[src/rtl/assert_macros.svh]
// Assertion macros for the occupancy grid block
`ifndef ASSERT_MACROS_SVH
`define ASSERT_MACROS_SVH
`ifndef SYNTHESIS
`define OGM_ASSERT(label, clk, rst_n, prop) \
  label: assert property (@(posedge clk) disable iff (!rst_n) prop) else $error("%m failed");
`define OGM_ASSERT_ALWAYS(label, clk, prop) \
  label: assert property (@(posedge clk) prop) else $error("%m failed");
`else
`define OGM_ASSERT(label, clk, rst_n, prop)
`define OGM_ASSERT_ALWAYS(label, clk, prop)
`endif
`endif

[src/rtl/ogm_pkg.sv]
// ----------------------------------------------------------------------------
// ogm_pkg
// Types and constants shared by the occupancy grid pass unit.
// ----------------------------------------------------------------------------
package ogm_pkg;
  localparam int unsigned MAX_DIM_DEF = 256;
  localparam int unsigned CFG_IDX_W = 2;
  localparam int unsigned CFG_DATA_W = 9;
  localparam logic [CFG_IDX_W-1:0] CFG_WIDTH   = 2'd0;
  localparam logic [CFG_IDX_W-1:0] CFG_HEIGHT  = 2'd1;
  localparam logic [CFG_IDX_W-1:0] CFG_USE_REF = 2'd2;

  localparam logic [1:0] OP_WR_GRID = 2'd0;
  localparam logic [1:0] OP_WR_REF  = 2'd1;
  localparam logic [1:0] OP_RD_GRID = 2'd2;
  localparam logic [1:0] OP_PASS    = 2'd3;

  localparam logic [3:0] CLS_UNKNOWN  = 4'd0;
  localparam logic [3:0] CLS_EMPTY    = 4'd1;
  localparam logic [3:0] CLS_OCCUPIED = 4'd2;
  localparam logic [3:0] CLS_MARK     = 4'd8;

  localparam logic [2:0] PK_FREE_CLOSE = 3'd0;
  localparam logic [2:0] PK_FREE_OPEN  = 3'd1;
  localparam logic [2:0] PK_OCC_CLOSE  = 3'd2;
  localparam logic [2:0] PK_OCC_OPEN   = 3'd3;
  localparam logic [2:0] PK_OCC_GROW   = 3'd4;
  localparam logic [2:0] PK_COMP       = 3'd5;

  typedef struct packed {
    logic [1:0] op;
    logic [7:0] cell_x;
    logic [7:0] cell_y;
    logic [2:0] cell_class;
    logic [2:0] pass_kind;
  } in_req_t;

  typedef struct packed {
    logic [2:0] read_class;
    logic       pass_done;
    logic       out_of_range;
  } out_req_t;

  // per-kind rule
  typedef struct packed {
    logic [3:0] center;
    logic [3:0] target;
    logic [3:0] final_cls;
    logic       mark_center;
    logic       grow;
    logic       comp;
  } rule_t;

  function automatic rule_t kind_rule(input logic [2:0] k);
    rule_t r;
    r = '{CLS_EMPTY, CLS_UNKNOWN, CLS_OCCUPIED, 1'b0, 1'b0, 1'b1};
    case (k)
      PK_FREE_CLOSE: r = '{CLS_EMPTY, CLS_UNKNOWN, CLS_EMPTY, 1'b0, 1'b0, 1'b0};
      PK_FREE_OPEN:  r = '{CLS_EMPTY, CLS_UNKNOWN, CLS_UNKNOWN, 1'b1, 1'b0, 1'b0};
      PK_OCC_CLOSE:  r = '{CLS_OCCUPIED, CLS_EMPTY, CLS_OCCUPIED, 1'b0, 1'b0, 1'b0};
      PK_OCC_OPEN:   r = '{CLS_OCCUPIED, CLS_EMPTY, CLS_EMPTY, 1'b1, 1'b0, 1'b0};
      PK_OCC_GROW:   r = '{CLS_OCCUPIED, CLS_UNKNOWN, CLS_OCCUPIED, 1'b0, 1'b1, 1'b0};
      default:       r = '{CLS_EMPTY, CLS_UNKNOWN, CLS_OCCUPIED, 1'b0, 1'b0, 1'b1};
    endcase
    return r;
  endfunction
endpackage

[src/rtl/ogm_pass_ctrl.sv]
// ----------------------------------------------------------------------------
// ogm_pass_ctrl
// Request sequencer: cell access and the read-modify-write walk of a pass.
// ----------------------------------------------------------------------------
module ogm_pass_ctrl #(
  parameter int unsigned CW = 8,
  parameter int unsigned AW = 2 * CW
) (
  input  logic              clk,
  input  logic              rst_n,
  input  logic              in_valid,
  output logic              in_ready,
  input  ogm_pkg::in_req_t  in_data,
  output logic              out_valid,
  input  logic              out_ready,
  output ogm_pkg::out_req_t out_data,
  input  logic [CW:0]       w_use,
  input  logic [CW:0]       h_use,
  input  logic              use_ref,
  output logic              g_we,
  output logic [AW-1:0]     g_addr,
  output logic [3:0]        g_wdata,
  input  logic [3:0]        g_rdata,
  output logic              r_we,
  output logic [AW-1:0]     r_addr,
  output logic [2:0]        r_wdata,
  input  logic [2:0]        r_rdata
);
  import ogm_pkg::*;

  localparam logic [3:0] S_IDLE  = 4'd0;
  localparam logic [3:0] S_RDWT  = 4'd1;
  localparam logic [3:0] S_CADR  = 4'd2;
  localparam logic [3:0] S_CCHK  = 4'd3;
  localparam logic [3:0] S_NADR  = 4'd4;
  localparam logic [3:0] S_NCHK  = 4'd5;
  localparam logic [3:0] S_NEXT  = 4'd6;
  localparam logic [3:0] S_FADR  = 4'd7;
  localparam logic [3:0] S_FCHK  = 4'd8;
  localparam logic [3:0] S_RESP  = 4'd9;

  logic [3:0]    state_r, state_nxt;
  logic [CW-1:0] x_r, x_nxt, y_r, y_nxt;
  logic [1:0]    nb_r, nb_nxt;
  logic [2:0]    kind_r, kind_nxt;
  logic          out_valid_r, out_valid_nxt;
  out_req_t      out_data_r, out_data_nxt;
  rule_t         rule;
  logic [CW-1:0] nx, ny;
  logic          oor, last_y, last_x, hit;

  assign rule = kind_rule(kind_r);
  assign oor = ({1'b0, in_data.cell_x} >= w_use) || ({1'b0, in_data.cell_y} >= h_use);
  assign in_ready = (state_r == S_IDLE) && !out_valid_r;
  assign out_valid = out_valid_r;
  assign out_data = out_data_r;
  assign hit = (g_rdata == rule.target);

  always_comb begin
    nx = x_r;
    ny = y_r;
    case (nb_r)
      2'd0: nx = x_r - 1'b1;
      2'd1: nx = x_r + 1'b1;
      2'd2: ny = y_r - 1'b1;
      default: ny = y_r + 1'b1;
    endcase
  end

  assign last_y = ({1'b0, y_r} + 2'd2) >= h_use;
  assign last_x = ({1'b0, x_r} + 2'd2) >= w_use;

  always_comb begin
    state_nxt = state_r;
    x_nxt = x_r;
    y_nxt = y_r;
    nb_nxt = nb_r;
    kind_nxt = kind_r;
    out_valid_nxt = out_valid_r;
    out_data_nxt = out_data_r;
    g_we = 1'b0;
    g_addr = {x_r, y_r};
    g_wdata = {1'b0, in_data.cell_class};
    r_we = 1'b0;
    r_addr = {x_r, y_r};
    r_wdata = in_data.cell_class;
    if (out_valid_r && out_ready) begin
      out_valid_nxt = 1'b0;
    end
    case (state_r)
      S_IDLE: begin
        if (in_valid && in_ready) begin
          out_data_nxt = '0;
          kind_nxt = in_data.pass_kind;
          if (in_data.op == OP_PASS) begin
            if (in_data.pass_kind > PK_COMP || w_use < 3 || h_use < 3) begin
              out_data_nxt.pass_done = 1'b1;
              out_valid_nxt = 1'b1;
            end else begin
              x_nxt = CW'(1);
              y_nxt = CW'(1);
              state_nxt = S_CADR;
            end
          end else if (oor) begin
            out_data_nxt.out_of_range = 1'b1;
            out_valid_nxt = 1'b1;
          end else begin
            g_addr = {in_data.cell_x, in_data.cell_y};
            r_addr = {in_data.cell_x, in_data.cell_y};
            if (in_data.op == OP_WR_GRID) begin
              g_we = 1'b1;
              out_valid_nxt = 1'b1;
            end else if (in_data.op == OP_WR_REF) begin
              r_we = 1'b1;
              out_valid_nxt = 1'b1;
            end else begin
              state_nxt = S_RDWT;
            end
          end
        end
      end
      S_RDWT: begin
        out_data_nxt.read_class = g_rdata[2:0];
        out_valid_nxt = 1'b1;
        state_nxt = S_IDLE;
      end
      S_CADR: begin
        nb_nxt = 2'd0;
        state_nxt = S_CCHK;
      end
      S_CCHK: begin
        if (g_rdata == rule.center) begin
          g_addr = {nx, ny};
          state_nxt = S_NCHK;
        end else begin
          state_nxt = S_NEXT;
        end
      end
      S_NADR: begin
        g_addr = {nx, ny};
        state_nxt = S_NCHK;
      end
      S_NCHK: begin
        g_addr = {nx, ny};
        if (hit && rule.grow) begin
          g_we = 1'b1;
          g_wdata = CLS_MARK;
        end
        if (hit && !rule.grow) begin
          state_nxt = S_NEXT;
          if (rule.comp) begin
            g_addr = {x_r, y_r};
            g_we = 1'b1;
            g_wdata = use_ref ? {1'b0, r_rdata} : CLS_OCCUPIED;
          end else if (rule.mark_center) begin
            g_addr = {x_r, y_r};
            g_we = 1'b1;
            g_wdata = CLS_MARK;
          end else begin
            g_we = 1'b1;
            g_wdata = CLS_MARK;
          end
        end else if (nb_r == 2'd3) begin
          state_nxt = S_NEXT;
        end else begin
          nb_nxt = nb_r + 1'b1;
          state_nxt = S_NADR;
        end
      end
      S_NEXT: begin
        if (!last_y) begin
          y_nxt = y_r + 1'b1;
          state_nxt = S_CADR;
        end else if (!last_x) begin
          x_nxt = x_r + 1'b1;
          y_nxt = CW'(1);
          state_nxt = S_CADR;
        end else begin
          x_nxt = '0;
          y_nxt = '0;
          if (rule.comp) begin
            state_nxt = S_RESP;
          end else begin
            state_nxt = S_FADR;
          end
        end
      end
      S_FADR: begin
        state_nxt = S_FCHK;
      end
      S_FCHK: begin
        if (g_rdata == CLS_MARK) begin
          g_we = 1'b1;
          g_wdata = rule.final_cls;
        end
        state_nxt = S_FADR;
        if ({1'b0, y_r} + 1'b1 < h_use) begin
          y_nxt = y_r + 1'b1;
        end else if ({1'b0, x_r} + 1'b1 < w_use) begin
          x_nxt = x_r + 1'b1;
          y_nxt = '0;
        end else begin
          x_nxt = '0;
          y_nxt = '0;
          state_nxt = S_RESP;
        end
      end
      S_RESP: begin
        out_data_nxt.pass_done = 1'b1;
        out_valid_nxt = 1'b1;
        state_nxt = S_IDLE;
      end
      default: state_nxt = S_IDLE;
    endcase
  end

  always_ff @(posedge clk) begin
    if (!rst_n) begin
      state_r <= S_IDLE;
      x_r <= '0;
      y_r <= '0;
      nb_r <= '0;
      out_valid_r <= 1'b0;
    end else begin
      state_r <= state_nxt;
      x_r <= x_nxt;
      y_r <= y_nxt;
      nb_r <= nb_nxt;
      out_valid_r <= out_valid_nxt;
    end
  end

  always_ff @(posedge clk) begin
    kind_r <= kind_nxt;
    out_data_r <= out_data_nxt;
  end

  `include "assert_macros.svh"
  `OGM_ASSERT(a_walk_zero_idle, clk, rst_n, (state_r == S_IDLE) |-> (x_r == '0 && y_r == '0))
  `OGM_ASSERT(a_one_flag, clk, rst_n, out_valid_r |-> $onehot0({out_data_r[1:0], |out_data_r[4:2]}))
  `OGM_ASSERT(a_no_take_busy, clk, rst_n, (state_r != S_IDLE) |-> !in_ready)
endmodule

[config.mk]
export PLATFORM = sky130hd
export DESIGN_NAME = ogm_pass_ctrl
export DESIGN_NICKNAME = d
export VERILOG_FILES = /design/src/rtl/ogm_pkg.sv /design/src/rtl/ogm_pass_ctrl.sv
export VERILOG_INCLUDE_DIRS = /design/src /design/src/rtl
export SDC_FILE = /design/constraint.sdc
export NUM_CORES = 1
export LEC_CHECK = 0
export BUFFER_PORTS_ARGS = -buffer_cell sky130_fd_sc_hd__clkbuf_2
export CAP_MARGIN = 20
export CELL_PAD_IN_SITES_DETAIL_PLACEMENT = 1
export CELL_PAD_IN_SITES_GLOBAL_PLACEMENT = 1
export CORE_AREA = 3 3 117 119
export DETAILED_ROUTE_END_ITERATION = 10
export DIE_AREA = 0 0 120 122
export GPL_ROUTABILITY_DRIVEN = 0
export MAX_ROUTING_LAYER = met4
export PLACE_DENSITY = 0.84
export REMOVE_ABC_BUFFERS = 1
export SKIP_CTS_REPAIR_TIMING = 1
export SYNTH_ARGS = -nofsm -noshare
export SYNTH_HDL_FRONTEND = slang
export SYNTH_SLANG_ARGS = --single-unit
[constraint.sdc]
create_clock -name clk -period 3 [get_ports clk]
set_input_delay 0.6 -clock clk [delete_from_list [all_inputs] [get_ports clk]]
set_output_delay 0.6 -clock clk [all_outputs]
set_load 0.05 [all_outputs]
==> parameters.txt <==
Parameter                              Value

Drt
  Detailed-routed wire length on met3 ... 2150 um
  DR WL met2 ... 11,800 um
  Met1 layer wirelength in the final routing ... 9450 um
  Number of search-and-repair iterations in the first detailed-routing pass ... 5
  Count of unresolved DRC violations after routing ... 0
  Vias post-DR ... 6,351
  Number of nets with antenna violations after detailed routing ... 0
  Detailed router's first-iteration violation count ... 696
  Highest routing layer actually used ... met4
  Post-detailed-route wirelength per cell ... 25.4 um
  Vias per cell ... 6.50
  WL final ... 24,800 um

Setup path
  Crit Path Category ... input pin to output port
  Highest fanout seen on the critical path ... 8
  Critical Path RT ... 2.40 ns
  CP startpoint kind ... input pin
  Critical path data arrival time ... 3.03 ns
  Crit path capture type ... output port

Layout
  Footprint of the flip-flops and latches ... 721 um2
  Antenna fix cells ... 0
  Area used by multi-input combinational logic ... 3960 um2
  Most common cell after layout, fill and taps aside ... buf_4
  Most frequent cells in the layout ... buf_4 (116), clkbuf_2 (73), ha_1 (55), nor2_1 (47), nand2_1 (47)
  Fillers ... 1,535
  Post-layout utilization of the core ... 0.547
  Area delta synth->final ... 48.0%
  Number of nets in the finished design ... 923
  Fraction of final layout cells with drive strength greater than 1 ... 0.398

Timing
  Worst-case headroom to the max-slew limit ... 0.550
  Highest clock rate ... 276 MHz
  Transition time at the pin with the least slew margin ... 0.671 ns
  Hold_ws ... 0.498 ns
  Setup skew after layout ... 0.00707 ns
  Fin crit share ... 1.21
  Setup violation total in the final timing report ... 38
  Post-layout worst setup margin ... -0.628 ns
  Final min period ... 3.63 ns
  Final hold violations ... 0
  Setup repair after global routing missed its margin ... true
  Max Slew Vio Count ... 0
  Accumulated negative setup slack ... -18.54 ns

Floorplan
  Number of cell rows ... 41
  Starting density of the core ... 0.370
  Die outline width ... 120 um
  Die Span Y ... 122 um
  Top-level port count ... 102
  Core footprint ... 12,700 um2
  Die outline area ... 14,600 um2

Global routing
  Congestion Overflow GR ... 0
  Via count of the first global-routing pass ... 6,141
  Initial antenna violation count ... 0
  Global-route usage over all layers ... 0.283
  Maximum number of pins on one net before global-route repair ... 19
  Wire length of the first global-routing pass ... 32,400 um

Power
  Static power due to leakage ... 3.20 nW
  Largest voltage drop on the vdd net ... 0.000209 V
  Power per unit of standard cell area ... 268 nW/um2
  Total power consumption of the routed design ... 1.86 mW

Clock tree
  Clock Pin Slew Worst Setup and Hold Paths ... 0.05 ns
  Max Buffers Root-to-Sink ... 2
  Total number of H-tree levels ... 2
  CTS tree ... yes
  Clock latency of the later-clocked register in the worst-skew pair ... 0.29 ns
  Root buffer cell ... clkbuf_16
  Clk sinks ... 31
  TritonCTS buffer count ... 5

Logic synthesis
  Proportion of synthesized flip-flops having asynchronous set or reset ... 0
  Part of the Yosys area used for sequential elements ... 0.150
  Main flop type after synthesis ... dfxtp_1
  Post-Synthesis Mean Instance Area ... 7.69 um2
  Cell Area, Synth ... 4680 um2
  Flop and latch count out of synthesis ... 31
  Count of distinct cell types in the synthesized netlist ... 76
  Instance count of the mapped netlist ... 609
  Yosys warnings ... 0
  Number of enable flip-flop cells after synthesis ... 8

Outcome
  Violations in the final reports ... setup timing
  Status ... complete, but fails checks

Placed design
  Input/output buffers ... 101
  Half-perimeter wire length of the detailed placement result ... 16,100 um

Min path
  Hold Crit Class ... input pin to flop

Run
  Number of max-cap violations ... 0
[worst max-delay path, stage by stage]
cell and delay [ns]:
clkbuf_2 0.10, inv_1 0.14, ha_4 0.23, a21oi_2 0.21, nor2b_4 0.07, nor4b_4 0.30
nand4b_1 0.32, a211o_4 0.51, a221o_1 0.38, buf_6 0.16
[metrics by stage]
| step | instance area [um2] | setup WS, ns | instances |
|---|---|---|---|
| detailed placement | 6200 | -0.685 | 958 |
| global placement | 6200 | -0.582 | 958 |
| CTS | 6340 | -0.712 | 966 |
| global route | 6930 | -0.676 | 977 |
| finish | 6930 | -0.628 | 977 |
| floorplan | 4500 | -1.04 | 569 |
[registers in the layout, indices dropped and copies added (netlist names)]
register / flops
x_r: 8
y_r: 8
out_data: 5
state_r: 4
kind_r: 3
nb_r: 2
out_valid: 1
[layer usage]
metal | global-route usage | vias up
met5 | - | -
met4 | 0.133 | 0
met3 | 0.0501 | 153
met2 | 0.482 | 464
met1 | 0.324 | 3072
li1 | - | 2662
[final timing paths]
check,start,endpoint,slack [ns],depth (start not counted)
setup / recovery,h_use[4],g_addr[3],-0.63,10
hold reg to reg,x_r[1]$_SDFFE_PN0P_,x_r[1]$_SDFFE_PN0P_,0.55,2
hold / removal,in_data[0],kind_r[0]$_DFFE_PP_,0.50,1
setup reg to reg,y_r[1]$_SDFFE_PN0P_,y_r[1]$_SDFFE_PN0P_,-0.06,13
[power by group]
part           internal (mW)  switching [mW]  total, mW
clock network          0.306           0.215      0.521
logic                  0.334           0.544      0.877
registers              0.449          0.0123      0.461
total                   1.09           0.771       1.86
[synthesized netlist by cell type, drive strengths merged (10+ instances only)]
master / instances / area, um2
xnor2: 15 / 131
buf: 13 / 85.1
mux2: 14 / 158
nand3: 24 / 120
a221o: 16 / 160
and2: 11 / 68.8
a21oi: 31 / 155
nand2b: 12 / 75.1
nor3: 12 / 76.3
o21ai: 33 / 165
nor2: 50 / 188
nand2: 48 / 180
nor2b: 10 / 62.6
dfxtp: 23 / 460
ha: 65 / 813
clkbuf: 27 / 101
inv: 40 / 150
[layout make-up]
class                           count  share of cell area
Clock buffer                        5              0.0181
Timing Repair Buffer              227               0.250
Multi-Input combinational cell    498               0.571
Tap cell                          172              0.0311
Inverter                           41              0.0233
Clock inverter                      3             0.00289
Sequential cell                    31               0.104
[kinds of logic after synthesis]
family | share of synthesized area
muxes | 0.0486
adders and majority gates | 0.174
DFF | 0.150
xor gates and xnor gates | 0.0412
and+or+nand+nor | 0.259
buffers and inverters | 0.0727
AOI/OAI and AO/OA | 0.255
(Power assumes the default switching activity.)
